`config.mk`:
```
export PLATFORM = sky130hd
export DESIGN_NAME = format_decimal_printer_unit_flat
export DESIGN_NICKNAME = d
export VERILOG_FILES = /design/src/rtl/fdp_pkg.sv /design/src/rtl/fdp_ifs.sv /design/src/rtl/fdp_front.sv /design/src/rtl/fdp_queue.sv /design/src/rtl/fdp_back.sv /design/src/rtl/format_decimal_printer_unit.sv /design/src/flat_wrapper.sv
export SDC_FILE = /design/constraint.sdc
export NUM_CORES = 1
export LEC_CHECK = 0
export BUFFER_PORTS_ARGS = -buffer_cell sky130_fd_sc_hd__buf_2
export CORE_ASPECT_RATIO = 1.5
export CORE_MARGIN = 2
export CORE_UTILIZATION = 55
export DETAILED_ROUTE_END_ITERATION = 10
export PLACE_DENSITY_LB_ADDON = 0.15
export SKIP_LAST_GASP = 1
export SLEW_MARGIN = 5
export SYNTH_ARGS = -nofsm -noshare
export SYNTH_HDL_FRONTEND = slang
export SYNTH_HIERARCHICAL = 1
export SYNTH_SLANG_ARGS = --single-unit
```
`constraint.sdc`:
```
create_clock -name i_clk -period 9.5 [get_ports i_clk]
set_input_delay 1.9 -clock i_clk [delete_from_list [all_inputs] [get_ports i_clk]]
set_output_delay 1.9 -clock i_clk [all_outputs]
set_load 0.05 [all_outputs]
```
`src/rtl/fdp_pkg.sv`:
```
`timescale 1ns / 1ps
// ----------------------------------------------------------------------------
// fdp_pkg
// Shared constants and command types for the decimal format printer.
// ----------------------------------------------------------------------------
package fdp_pkg;

    // ASCII codes the block reacts to or produces
    localparam logic [7:0] CH_PERCENT = 8'h25;
    localparam logic [7:0] CH_D       = 8'h64;
    localparam logic [7:0] CH_MINUS   = 8'h2D;
    localparam logic [7:0] CH_ZERO    = 8'h30;

    // Depth of the command queue between front and back
    localparam int QUEUE_DEPTH = 2;

    // What the back end has to do with a queued request
    typedef enum logic [1:0] {
        KIND_PASS = 2'd0,
        KIND_DEC  = 2'd1,
        KIND_ERR  = 2'd2
    } t_kind;

    typedef struct packed {
        t_kind      kind;
        logic [7:0] ch;
    } t_cmd;

    localparam int CMD_W = $bits(t_cmd);

endpackage

```
`src/rtl/fdp_ifs.sv`:
```
`timescale 1ns / 1ps
// ----------------------------------------------------------------------------
// fdp_ifs
// Valid/ready channel interfaces for format requests and printed characters.
// ----------------------------------------------------------------------------
interface fdp_in_if #(
    parameter int ARG_WIDTH = 32
);
    logic                        valid;
    logic                        ready;
    logic [7:0]                  format_char;
    logic signed [ARG_WIDTH-1:0] argument;

    modport source (output valid, output format_char, output argument, input ready);
    modport sink   (input valid, input format_char, input argument, output ready);
endinterface

interface fdp_out_if;
    logic       valid;
    logic       ready;
    logic [7:0] out_char;
    logic       error;
    logic       last;

    modport source (output valid, output out_char, output error, output last, input ready);
    modport sink   (input valid, input out_char, input error, input last, output ready);
endinterface

```
`src/rtl/fdp_front.sv`:
```
`timescale 1ns / 1ps
// ----------------------------------------------------------------------------
// fdp_front
// Accepts format requests, tracks a pending percent and the halt flag, and
// pushes classified commands into the queue.
// ----------------------------------------------------------------------------
module fdp_front #(
    parameter int ARG_WIDTH = 32
) (
    input  logic                               i_clk,
    input  logic                               i_rst_n,
    fdp_in_if.sink                             i_in,
    input  logic                               i_q_full,
    output logic                               o_push,
    output logic [fdp_pkg::CMD_W+ARG_WIDTH-1:0] o_push_data
);

    logic         r_pct_pend;
    logic         r_halted;
    logic         accept;
    fdp_pkg::t_cmd cmd;

    assign i_in.ready = !i_q_full;
    assign accept     = i_in.valid && i_in.ready;

    // Classify the request
    always_comb begin
        cmd.ch   = i_in.format_char;
        cmd.kind = fdp_pkg::KIND_PASS;
        o_push   = 1'b0;
        if (accept && !r_halted) begin
            if (r_pct_pend) begin
                o_push   = 1'b1;
                cmd.kind = (i_in.format_char == fdp_pkg::CH_D) ? fdp_pkg::KIND_DEC
                                                              : fdp_pkg::KIND_ERR;
            end else if (i_in.format_char != fdp_pkg::CH_PERCENT) begin
                o_push = 1'b1;
            end
        end
    end

    assign o_push_data = {cmd, i_in.argument};

    // Hold percent and halt state
    always_ff @(posedge i_clk) begin
        if (!i_rst_n) begin
            r_pct_pend <= 1'b0;
            r_halted   <= 1'b0;
        end else if (accept && !r_halted) begin
            if (r_pct_pend) begin
                r_pct_pend <= 1'b0;
                if (i_in.format_char != fdp_pkg::CH_D) begin
                    r_halted <= 1'b1;
                end
            end else if (i_in.format_char == fdp_pkg::CH_PERCENT) begin
                r_pct_pend <= 1'b1;
            end
        end
    end

    // Halt is sticky until reset
    a_halt_sticky: assert property (@(posedge i_clk) disable iff (!i_rst_n)
        r_halted |=> r_halted)
        else $error("halt flag dropped without reset");

endmodule

```
`src/rtl/fdp_queue.sv`:
```
`timescale 1ns / 1ps
// ----------------------------------------------------------------------------
// fdp_queue
// Short FIFO that decouples the classifying front end from the printer.
// ----------------------------------------------------------------------------
module fdp_queue #(
    parameter int DATA_W = 42
) (
    input  logic              i_clk,
    input  logic              i_rst_n,
    input  logic              i_push,
    input  logic [DATA_W-1:0] i_push_data,
    input  logic              i_pop,
    output logic              o_full,
    output logic              o_valid,
    output logic [DATA_W-1:0] o_data
);

    localparam int PTR_W = (fdp_pkg::QUEUE_DEPTH > 1) ? $clog2(fdp_pkg::QUEUE_DEPTH) : 1;
    localparam int CNT_W = $clog2(fdp_pkg::QUEUE_DEPTH + 1);

    logic [DATA_W-1:0] r_mem [fdp_pkg::QUEUE_DEPTH];
    logic [PTR_W-1:0]  r_wr_ptr;
    logic [PTR_W-1:0]  r_rd_ptr;
    logic [CNT_W-1:0]  r_count;
    logic              do_pop;

    assign o_full  = (r_count == CNT_W'(fdp_pkg::QUEUE_DEPTH));
    assign o_valid = (r_count != '0);
    assign o_data  = r_mem[r_rd_ptr];
    assign do_pop  = i_pop && o_valid;

    // Write storage
    always_ff @(posedge i_clk) begin
        if (i_push) begin
            r_mem[r_wr_ptr] <= i_push_data;
        end
    end

    // Advance pointers and count
    always_ff @(posedge i_clk) begin
        if (!i_rst_n) begin
            r_wr_ptr <= '0;
            r_rd_ptr <= '0;
            r_count  <= '0;
        end else begin
            if (i_push) begin
                r_wr_ptr <= (r_wr_ptr == PTR_W'(fdp_pkg::QUEUE_DEPTH - 1)) ? '0
                                                                           : r_wr_ptr + 1'b1;
            end
            if (do_pop) begin
                r_rd_ptr <= (r_rd_ptr == PTR_W'(fdp_pkg::QUEUE_DEPTH - 1)) ? '0
                                                                           : r_rd_ptr + 1'b1;
            end
            if (i_push && !do_pop) begin
                r_count <= r_count + 1'b1;
            end else if (do_pop && !i_push) begin
                r_count <= r_count - 1'b1;
            end
        end
    end

    a_no_overflow: assert property (@(posedge i_clk) disable iff (!i_rst_n)
        i_push |-> (!o_full || do_pop))
        else $error("push into full queue");

endmodule

```
`src/rtl/fdp_back.sv`:
```
`timescale 1ns / 1ps
// ----------------------------------------------------------------------------
// fdp_back
// Pops queued commands and prints them: pass-through, error, or decimal
// conversion via a shift-and-add-3 BCD converter, leading zeros skipped.
// ----------------------------------------------------------------------------
module fdp_back #(
    parameter int ARG_WIDTH = 32
) (
    input  logic                                i_clk,
    input  logic                                i_rst_n,
    input  logic                                i_q_valid,
    input  logic [fdp_pkg::CMD_W+ARG_WIDTH-1:0] i_q_data,
    output logic                                o_q_pop,
    fdp_out_if.source                           o_out
);

    localparam int MAX_DIGITS = ((ARG_WIDTH - 1) * 30103) / 100000 + 1;
    localparam int BCD_W      = 4 * MAX_DIGITS;
    localparam int CNT_W      = $clog2(ARG_WIDTH + 1);
    localparam int LEFT_W     = $clog2(MAX_DIGITS + 1);

    typedef enum logic [3:0] {
        S_IDLE = 4'b0001,
        S_CONV = 4'b0010,
        S_SKIP = 4'b0100,
        S_EMIT = 4'b1000
    } t_state;

    t_state               r_state, n_state;
    logic [ARG_WIDTH-1:0] r_mag, n_mag;
    logic [BCD_W-1:0]     r_bcd, n_bcd;
    logic [CNT_W-1:0]     r_cnt, n_cnt;
    logic [LEFT_W-1:0]    r_left, n_left;
    logic                 r_ov, n_ov;
    logic [7:0]           r_char, n_char;
    logic                 r_err, n_err;
    logic                 r_last, n_last;

    fdp_pkg::t_cmd        q_cmd;
    logic [ARG_WIDTH-1:0] q_arg;
    logic                 q_neg;
    logic                 out_free;
    logic [BCD_W-1:0]     bcd_adj;
    logic [3:0]           top_dig;

    assign q_cmd    = fdp_pkg::t_cmd'(i_q_data[fdp_pkg::CMD_W+ARG_WIDTH-1:ARG_WIDTH]);
    assign q_arg    = i_q_data[ARG_WIDTH-1:0];
    assign q_neg    = q_arg[ARG_WIDTH-1];
    assign out_free = !r_ov || o_out.ready;
    assign top_dig  = r_bcd[BCD_W-1 -: 4];

    // Add 3 to every BCD digit of five or more before the shift
    always_comb begin
        for (int i = 0; i < MAX_DIGITS; i++) begin
            bcd_adj[4*i +: 4] = (r_bcd[4*i +: 4] >= 4'd5) ? r_bcd[4*i +: 4] + 4'd3
                                                           : r_bcd[4*i +: 4];
        end
    end

    // Sequence pop, conversion, zero skip and digit output
    always_comb begin
        n_state = r_state;
        n_mag   = r_mag;
        n_bcd   = r_bcd;
        n_cnt   = r_cnt;
        n_left  = r_left;
        n_ov    = r_ov && !o_out.ready;
        n_char  = r_char;
        n_err   = r_err;
        n_last  = r_last;
        o_q_pop = 1'b0;
        unique case (r_state)
            S_IDLE: begin
                if (i_q_valid && out_free) begin
                    o_q_pop = 1'b1;
                    unique case (q_cmd.kind)
                        fdp_pkg::KIND_DEC: begin
                            n_mag   = q_neg ? (~q_arg + 1'b1) : q_arg;
                            n_bcd   = '0;
                            n_cnt   = CNT_W'(ARG_WIDTH);
                            n_state = S_CONV;
                            if (q_neg) begin
                                n_ov   = 1'b1;
                                n_char = fdp_pkg::CH_MINUS;
                                n_err  = 1'b0;
                                n_last = 1'b0;
                            end
                        end
                        fdp_pkg::KIND_ERR: begin
                            n_ov   = 1'b1;
                            n_char = q_cmd.ch;
                            n_err  = 1'b1;
                            n_last = 1'b1;
                        end
                        default: begin
                            n_ov   = 1'b1;
                            n_char = q_cmd.ch;
                            n_err  = 1'b0;
                            n_last = 1'b1;
                        end
                    endcase
                end
            end
            S_CONV: begin
                n_bcd = {bcd_adj[BCD_W-2:0], r_mag[ARG_WIDTH-1]};
                n_mag = {r_mag[ARG_WIDTH-2:0], 1'b0};
                n_cnt = r_cnt - 1'b1;
                if (r_cnt == CNT_W'(1)) begin
                    n_left  = LEFT_W'(MAX_DIGITS);
                    n_state = S_SKIP;
                end
            end
            S_SKIP: begin
                if (top_dig == 4'd0 && r_left != LEFT_W'(1)) begin
                    n_bcd  = {r_bcd[BCD_W-5:0], 4'd0};
                    n_left = r_left - 1'b1;
                end else begin
                    n_state = S_EMIT;
                end
            end
            S_EMIT: begin
                if (out_free) begin
                    n_ov   = 1'b1;
                    n_char = fdp_pkg::CH_ZERO + {4'd0, top_dig};
                    n_err  = 1'b0;
                    n_last = (r_left == LEFT_W'(1));
                    n_bcd  = {r_bcd[BCD_W-5:0], 4'd0};
                    n_left = r_left - 1'b1;
                    if (r_left == LEFT_W'(1)) begin
                        n_state = S_IDLE;
                    end
                end
            end
            default: n_state = S_IDLE;
        endcase
    end

    // Control registers
    always_ff @(posedge i_clk) begin
        if (!i_rst_n) begin
            r_state <= S_IDLE;
            r_ov    <= 1'b0;
        end else begin
            r_state <= n_state;
            r_ov    <= n_ov;
        end
    end

    // Datapath registers
    always_ff @(posedge i_clk) begin
        r_mag  <= n_mag;
        r_bcd  <= n_bcd;
        r_cnt  <= n_cnt;
        r_left <= n_left;
        r_char <= n_char;
        r_err  <= n_err;
        r_last <= n_last;
    end

    assign o_out.valid    = r_ov;
    assign o_out.out_char = r_char;
    assign o_out.error    = r_err;
    assign o_out.last     = r_last;

    a_emit_left: assert property (@(posedge i_clk) disable iff (!i_rst_n)
        (r_state == S_EMIT) |-> (r_left != '0))
        else $error("digit output with no digits left");

    a_err_last: assert property (@(posedge i_clk) disable iff (!i_rst_n)
        (r_ov && r_err) |-> r_last)
        else $error("error result not marked last");

endmodule

```
`src/rtl/format_decimal_printer_unit.sv`:
```
`timescale 1ns / 1ps
// A pass-through or error result is registered in the queue and then in the output
// register after its request is taken. Decimal: serial shift-and-add-3 BCD conversion
// of ARG_WIDTH bits, leading zeros skipped, then one digit per cycle while not stalled.
// Throughput: one plain character per cycle unless stalled; serial BCD sets the %d rate.
// Reset (synchronous, active low) clears the pending percent, halt flag, queue and output.
// ----------------------------------------------------------------------------
// format_decimal_printer_unit
// Streaming printf-style formatter: characters pass through, %d prints the
// argument in decimal ASCII, any other specifier reports an error and halts.
// ----------------------------------------------------------------------------
module format_decimal_printer_unit #(
    parameter int ARG_WIDTH = 32
) (
    input  logic      i_clk,
    input  logic      i_rst_n,
    fdp_in_if.sink    i_in,
    fdp_out_if.source o_out
);

    localparam int Q_W = fdp_pkg::CMD_W + ARG_WIDTH;

    logic           push;
    logic [Q_W-1:0] push_data;
    logic           q_full;
    logic           q_valid;
    logic [Q_W-1:0] q_data;
    logic           q_pop;

    // Classify incoming requests
    fdp_front #(.ARG_WIDTH(ARG_WIDTH)) u_front (
        .i_clk       (i_clk),
        .i_rst_n     (i_rst_n),
        .i_in        (i_in),
        .i_q_full    (q_full),
        .o_push      (push),
        .o_push_data (push_data)
    );

    // Decouple front and back
    fdp_queue #(.DATA_W(Q_W)) u_queue (
        .i_clk       (i_clk),
        .i_rst_n     (i_rst_n),
        .i_push      (push),
        .i_push_data (push_data),
        .i_pop       (q_pop),
        .o_full      (q_full),
        .o_valid     (q_valid),
        .o_data      (q_data)
    );

    // Print commands
    fdp_back #(.ARG_WIDTH(ARG_WIDTH)) u_back (
        .i_clk     (i_clk),
        .i_rst_n   (i_rst_n),
        .i_q_valid (q_valid),
        .i_q_data  (q_data),
        .o_q_pop   (q_pop),
        .o_out     (o_out)
    );

endmodule
```
`src/flat_wrapper.sv`:
```
// flat-port wrapper written by rule: the top's interface ports become plain ports
module format_decimal_printer_unit_flat 
#(
    parameter int ARG_WIDTH = 32
)
  (i_clk, i_rst_n, i_in_valid, i_in_format_char, i_in_argument, i_in_ready, o_out_valid, o_out_out_char, o_out_error, o_out_last, o_out_ready);
  fdp_in_if #(.ARG_WIDTH(ARG_WIDTH)) i_in_i ();
  fdp_out_if o_out_i ();
  input  logic i_clk;
  input  logic i_rst_n;
  input wire logic [$bits(i_in_i.valid)-1:0] i_in_valid;
  input wire logic [$bits(i_in_i.format_char)-1:0] i_in_format_char;
  input wire logic [$bits(i_in_i.argument)-1:0] i_in_argument;
  output wire logic [$bits(i_in_i.ready)-1:0] i_in_ready;
  output wire logic [$bits(o_out_i.valid)-1:0] o_out_valid;
  output wire logic [$bits(o_out_i.out_char)-1:0] o_out_out_char;
  output wire logic [$bits(o_out_i.error)-1:0] o_out_error;
  output wire logic [$bits(o_out_i.last)-1:0] o_out_last;
  input wire logic [$bits(o_out_i.ready)-1:0] o_out_ready;
  assign i_in_i.valid = i_in_valid;
  assign i_in_i.format_char = i_in_format_char;
  assign i_in_i.argument = i_in_argument;
  assign i_in_ready = i_in_i.ready;
  assign o_out_valid = o_out_i.valid;
  assign o_out_out_char = o_out_i.out_char;
  assign o_out_error = o_out_i.error;
  assign o_out_last = o_out_i.last;
  assign o_out_i.ready = o_out_ready;
  format_decimal_printer_unit #(.ARG_WIDTH(ARG_WIDTH)) u_core (.i_clk(i_clk), .i_rst_n(i_rst_n), .i_in(i_in_i), .o_out(o_out_i));
endmodule
```
==> results of run 1 <==
-- state kept, by name, summed over array words and instances (netlist names), 2 cells and up, named ones only --
| name | count |
|---|---|
| u_core/u_back/r_left | 4 |
| u_core/u_back/r_bcd | 40 |
| u_core/u_back/r_mag | 32 |
| u_core/u_queue/r_count | 2 |
| u_core/u_queue/r_mem | 84 |
| u_core/u_back/o_out.out_char | 8 |
| u_core/u_back/r_cnt | 6 |
| u_core/u_back/r_state | 4 |
-- cell type report --
| class | instances | area, sq um | share of cell area, % |
|---|---|---|---|
| clock inverters | 14 | 136.4 | 1.351 |
| flip-flops and latches | 188 | 5527 | 54.73 |
| repair buffers | 59 | 317.8 | 3.147 |
| multi-input cells | 480 | 3316 | 32.84 |
| well taps | 210 | 262.8 | 2.602 |
| inverters | 29 | 108.9 | 1.078 |
| clock buffers | 18 | 429.2 | 4.250 |
-- placed cells by master (no fill, tap or decap), drive strengths merged, types with 9 or more instances in the layout --
| cell | n |
|---|---|
| a21oi | 40 |
| nor2 | 35 |
| o22ai | 12 |
| ha | 27 |
| clkbuf | 18 |
| mux2 | 42 |
| xor2 | 36 |
| edfxtp | 176 |
| a22o | 9 |
| o31ai | 11 |
| nand2 | 68 |
| inv | 35 |
| nand2b | 15 |
| nor3 | 9 |
| buf | 59 |
| o21ai | 70 |
| nor3b | 14 |
| dfxtp | 12 |
| xnor2 | 17 |
| o41ai | 9 |
-- worst max path at each step --
stage | start | end | slack (ps) | cells after the start
finish | flip-flop | u_core/u_back/r_mag[22]$_DFFE_PP_ | 5760 | 8
global route | flip-flop | u_core/u_back/r_mag[22]$_DFFE_PP_ | 5560 | 8
CTS | flip-flop | u_core/u_back/r_mag[22]$_DFFE_PP_ | 5850 | 8
detailed placement | i_in_valid | u_core/u_queue/r_mem[0][14]$_DFFE_PP_ | 5460 | 4
global placement | i_in_valid | u_core/u_queue/r_mem[0][14]$_DFFE_PP_ | 5510 | 4
floorplan | i_in_valid | u_core/u_queue/r_mem[0][0]$_DFFE_PP_ | 4730 | 3
-- power groups by stage --
stage          clock network [uW]  registers [uW]  logic [uW]
3_5_place_dp                    0            1360         937
3_3_place_gp                    0            1350         899
4_1_cts                       697            1340         942
5_1_grt                       728            1370        1050
6_report                      680            1340         948
2_1_floorplan                   0            1390         690
-- cell families after synthesis --
family	count (synthesis)	share of synthesized area, %
simple gates	189	10.64
xor+xnor	53	4.977
fa+ha+maj	27	3.622
mux	43	5.178
compound gates	168	10.77
flops	188	59.24
buf+inv	96	5.567
-- through the flow --
step                hold slack, ps  power [uW]
floorplan                    456.3        2076
global placement             479.3        2247
detailed placement           494.4        2297
CTS                          510.4        2981
global route                 522.7        3143
finish                       507.9        2967
-- per-layer routing --
| metal | routed length [um] | GRT usage, % | part of all wire, % | up-vias |
|---|---|---|---|---|
| met5 | 0 | 0 | 0 | - |
| met3 | 418 | 3.711 | 2.5 | 19 |
| met4 | 249 | 7.443 | 1.5 | 0 |
| met2 | 9209 | 35.33 | 55 | 106 |
| met1 | 7010 | 22.60 | 42 | 2801 |
| li1 | - | - | - | 2797 |
==> impl_metrics.py, run 1 <==
metrics = {
    "setup_path": {
        "arrival_ps": 3870,
        "worstPathMaxFanout": 42,
        "crit_path_end_kind": "flip-flop",
        "crit_family": "flip-flops",
        "start_kind": "flip-flop",
        "reg2reg_slack_ps": 5760,
        "crit_path_cell_trace": "mux2_2 > inv_1 > ha_1 > nor3b_1 > nand4_1 > o41ai_1 > xor2_1 > a21oi_1",
        "slowest_stage": "dfxtp_2",
        "path_buf_inv": 1,
        "r2r_end": "u_core/u_back/r_mag[22]$_DFFE_PP_",
        "reg2regPathDepth": 8,
        "worst_ep_required_time_ps": 9640,
        "max_stage_delay_ps": 940,
        "crit_type": "flip-flop to flip-flop",
    },
    "floorplanning": {
        "num_rows": 58,
        "die_w_um": 110.3,
        "core-area_sq_um": 16690,
        "pin_count": 56,
        "initial_core_util_pct": 55.88,
        "die_y_um": 163.5,
        "fp.dieArea_sq_um": 18040,
    },
    "drt": {
        "vias": 5723,
        "ant_nets": 0,
        "dr.first_iter.drc_count": 318,
        "wl_mm": 16.89,
        "via_per_inst": 5.734,
        "post-route-drc-count": 0,
        "routedWlPerCell_um": 16.92,
        "dr.pass1.iters": 5,
    },
    "power": {
        "switchingPower_uw": 1043,
        "powerDensity_nw_per_um2": 293.9,
        "p_leak_uw": 0.003495,
        "ir_worst_vdd_v": 0.0001468,
        "clkPwrFrac_pct": 22.9,
        "seqPwrFrac_pct": 45.1,
        "switching_share_pct": 35.16,
        "combinationalPowerShare_pct": 31.9,
        "intPower_uw": 1924,
    },
    "timing": {
        "relSlewSlack_pct": 20.13,
        "worst_pin_slew_ps": 1195,
        "worst_slack_ps": 5763,
        "rsz0062_at_grt": "no",
        "period_share_pct": 39.34,
        "slew_violations": 0,
        "fmax_mhz": 267.6,
        "tns_ps": 0,
        "finalClockSkew_ps": 12.30,
        "setup_viol": 0,
        "period_needed_ps": 3737,
        "hold_violations": 0,
    },
    "placement": {
        "port_buffers": 55,
        "gp_congestion": 0.8338,
        "dp_cells": 965,
        "pre_cts_slack_ps": 5458,
        "hpwl_mm": 11.38,
        "dpl_cell_area_sq_um": 9512,
    },
    "layout": {
        "n_antenna_cell": 0,
        "nFillCells": 1354,
        "drive_gt1_share_pct": 18.40,
        "nets": 846,
        "fin_cells": 998,
        "area_growth_pct": 8.264,
        "design_area_sq_um": 10100,
        "utilization_pct": 60.49,
    },
    "clock_network": {
        "cts_made_buffers": 17,
        "clk_path_buf_depth": 2,
        "h-tree-depth": 4,
        "cts_setup_buffers": 0,
        "post_cts_resize_count": 0,
        "root_buffer": "clkbuf_16",
        "ctsHoldBuffers": 0,
        "clk_pin_slew_ps": 70,
        "clk_latency_ps": 420,
        "cts_num_sinks": 188,
        "tritoncts": "yes",
    },
    "global_route": {
        "grt_use_total_pct": 19.59,
        "grt-ovfl-total": 0,
        "grt_max_degree": 58,
        "grt_pass1_wl_mm": 27.43,
        "grt_pass1_vias": 5882,
        "antenna_found_initial": 0,
    },
    "logic_synthesis": {
        "synth_seq_cells": 188,
        "synth_top_cell_by_area": "edfxtp_1",
        "synth_seq_area_share_pct": 59.24,
        "syn_nets": 835,
        "async_flop_share_pct": 0,
        "synth_edf_count": 176,
        "yosys-top-cells-area": "edfxtp_1 (57%), mux2_2 (5.1%), o21ai_0 (3.6%)",
        "yosys.area.top_type_share_pct": 56.67,
        "syn_inst": 764,
        "avgSynthCellArea_sq_um": 12.21,
        "ys.flop_type": "edfxtp_1",
        "ys_types": 51,
        "synth_area_sq_um": 9326,
        "yosysMostFrequentCell": "edfxtp_1",
        "synthTopCellsByCount": "edfxtp_1 (176), nand2_1 (68), o21ai_0 (68)",
        "ys_warn_count": 6,
    },
    "flow_run": {
        "drv_cap": 0,
    },
    "status": {
        "status": "finished clean",
    },
    "min_path": {
        "min_from": "u_core/u_front/r_halted$_SDFFE_PN0P_",
        "holdPathEnd": "u_core/u_front/r_halted$_SDFFE_PN0P_",
        "hold_path_class": "flip-flop to flip-flop",
        "min_path_cells": 1,
    },
}
Note: power is estimated with default switching activity, not from simulation.
==> run 2, diff against run 1 <==
--- a/config.mk
+++ b/config.mk
@@ -5,6 +5,7 @@
 export SDC_FILE = /design/constraint.sdc
 export NUM_CORES = 1
 export LEC_CHECK = 0
+export ABC_AREA = 1
 export BUFFER_PORTS_ARGS = -buffer_cell sky130_fd_sc_hd__buf_2
 export CORE_ASPECT_RATIO = 1.5
 export CORE_MARGIN = 2
==> constraint.sdc (replaced) <==
create_clock -name i_clk -period 3.8 [get_ports i_clk]
set_input_delay 0.76 -clock i_clk [delete_from_list [all_inputs] [get_ports i_clk]]
set_output_delay 0.76 -clock i_clk [all_outputs]
set_load 0.05 [all_outputs]
==> run 2 against run 1 <==
  * Final cell count is 24% higher
  * Register-to-register slack got worse by 4600 ps
  * Setup slack got worse by 4600 ps
  * Critical path depth up 3
  * Utilization decreased by 0.43 points
  * Power rose to 2.7 times the previous value
  * Clock power increased to 2.6 times the previous value
  * Synthesized cell count rose by 30%
  * Sequential share of layout area shrank 3.5 points
  * Clock skew about the same
  * Critical path type unchanged
  * Largest power group unchanged
==> impl_metrics.py, run 2 <==
metrics = {
    "logic_synthesis": {
        "ys_warn_count": 6,
        "syn_nets": 1063,
        "yosys.area.top_type_share_pct": 52.60,
        "syn_inst": 992,
        "yosysMostFrequentCell": "nand2_1",
        "synth_area_sq_um": 10050,
        "avgSynthCellArea_sq_um": 10.13,
        "synth_seq_area_share_pct": 54.99,
        "async_flop_share_pct": 0,
        "synth_seq_cells": 188,
        "synth_edf_count": 176,
        "ys.flop_type": "edfxtp_1",
        "synth_top_cell_by_area": "edfxtp_1",
        "ys_types": 43,
        "yosys-top-cells-area": "edfxtp_1 (53%), nand2_1 (6.7%), mux2_4 (6.0%)",
        "synthTopCellsByCount": "nand2_1 (179), edfxtp_1 (176), inv_1 (122)",
    },
    "setup_path": {
        "worstPathMaxFanout": 36,
        "slowest_stage": "dfxtp_2",
        "crit_type": "flip-flop to flip-flop",
        "start_kind": "flip-flop",
        "worst_ep_required_time_ps": 3980,
        "arrival_ps": 2810,
        "crit_path_end_kind": "flip-flop",
        "max_stage_delay_ps": 490,
        "crit_path_cell_trace": "buf_12 > mux2_4 > inv_1 > ha_1 > nand3_1 > nand2_1 > nand3_1 > nor2_2 > nand3_1 > nand3_1 > nand2_1",
        "crit_family": "simple AND/OR/NAND/NOR gates",
        "path_buf_inv": 2,
        "cp_common_cell": "nand3_1",
    },
    "global_route": {
        "grt_pass1_vias": 6392,
        "grt-ovfl-total": 0,
        "grt_use_total_pct": 19.63,
        "antenna_found_initial": 0,
        "grt_pass1_wl_mm": 30.06,
        "grt_max_degree": 54,
    },
    "clock_network": {
        "h-tree-depth": 4,
        "cts_made_buffers": 17,
        "clk_latency_ps": 430,
        "cts_num_sinks": 188,
        "post_cts_resize_count": 0,
        "root_buffer": "clkbuf_16",
        "clk_pin_slew_ps": 70,
        "cts_setup_buffers": 0,
        "clk_path_buf_depth": 2,
        "ctsHoldBuffers": 0,
        "tritoncts": "yes",
    },
    "power": {
        "p_leak_uw": 0.004449,
        "powerDensity_nw_per_um2": 755.4,
        "finalPower_uw": 8140,
        "ir_worst_vdd_v": 0.0003629,
    },
    "layout": {
        "drive_gt1_share_pct": 16.63,
        "area_growth_pct": 7.247,
        "final_common_cell": "nand2_1",
        "largest_register": "u_core/u_queue/r_mem",
        "design_area_sq_um": 10780,
        "layout_common_cells": "nand2_1 (179), edfxtp_1 (176), inv_1 (122)",
        "reg.largest.list": "u_core/u_queue/r_mem x84, u_core/u_back/r_bcd x40, u_core/u_back/r_mag x32",
        "n_antenna_cell": 0,
        "largest_reg_flops": 84,
        "nets": 1080,
    },
    "timing": {
        "setup_viol": 0,
        "worst_pin_slew_ps": 651.0,
        "finalHoldWorstSlack_ps": 497.6,
        "period_needed_ps": 2628,
        "tns_ps": 0,
        "period_share_pct": 69.15,
        "relSlewSlack_pct": 56.49,
        "slew_violations": 0,
        "rsz0062_at_grt": "no",
        "finalClockSkew_ps": 12.35,
        "hold_violations": 0,
        "fmax_mhz": 380.5,
    },
    "drt": {
        "routedWlPerCell_um": 14.61,
        "vias": 6626,
        "ant_nets": 0,
        "via_per_inst": 5.348,
        "dr.first_iter.drc_count": 497,
        "post-route-drc-count": 0,
        "dr.pass1.iters": 5,
        "wl_mm": 18.10,
    },
    "placement": {
        "hpwl_mm": 12.60,
        "dpl_cell_area_sq_um": 10190,
        "gp_congestion": 0.8882,
        "port_buffers": 55,
    },
    "floorplanning": {
        "die_w_um": 114.4,
        "initial_core_util_pct": 56.00,
        "fp.dieArea_sq_um": 19390,
        "pin_count": 56,
        "core-area_sq_um": 17940,
        "die_y_um": 169.5,
        "num_rows": 60,
    },
    "min_path": {
        "min_from": "u_core/u_front/r_halted$_SDFFE_PN0P_",
        "hold_path_class": "flip-flop to flip-flop",
    },
    "status": {
        "status": "finished clean",
    },
    "flow_run": {
        "drv_cap": 0,
    },
}
run 2: metal layers:
layer / global-route usage (%) / share of wire [%]
met5: 0 / 0
met4: 7.476 / 2.1
met3: 3.357 / 3.3
met2: 33.02 / 50
met1: 25.39 / 44
run 2: kinds of logic (layout without fill, tap and decap cells):
| kind of cell | after synthesis | count (layout) | synth area share, % |
|---|---|---|---|
| mux | 42 | 42 | 6.201 |
| compound gates | 144 | 144 | 7.857 |
| fa+ha+maj | 27 | 27 | 3.362 |
| flops | 188 | 188 | 54.99 |
| xor+xnor | 18 | 18 | 1.569 |
| buf+inv | 191 | 221 | 9.712 |
| simple gates | 382 | 382 | 16.31 |
run 2: tightest hold or removal path: stages, from the launching register on:
cell and delay, ps:
dfxtp_1 310, inv_2 90, a21oi_2 60
run 2: layout make-up:
type                    instances  area (sq um)
clock inverters                14         146.4
flip-flops and latches        188          5527
fillers                      1542          7166
clock buffers                  18         439.2
repair buffers                 62         340.3
multi-input cells             613          3573
well taps                     217         271.5
inverters                     127         479.2
run 2: worst paths after layout:
path                                                             end  slack [ps]  depth (start not counted)
worst max-delay path               u_core/u_back/r_mag[26]$_DFFE_PP_        1170                         11
worst min-delay path            u_core/u_front/r_halted$_SDFFE_PN0P_         500                          2
worst max register to register     u_core/u_back/r_mag[26]$_DFFE_PP_        1170                         11
worst min register to register  u_core/u_front/r_halted$_SDFFE_PN0P_         500                          2
run 2: per-stage QoR:
step	setup slack, ps	utilization (%)	instances
2_1_floorplan	309.2	-	992
3_3_place_gp	1253	56.80	1207
3_5_place_dp	1173	56.80	1207
4_1_cts	1161	60.06	1239
5_1_grt	939.1	60.06	1239
6_report	1172	60.06	1239
run 2: power by group:
part / internal (uW) / switching (uW)
Sequential: 3100 / 314
Clock: 948 / 810
Combinational: 973 / 2000
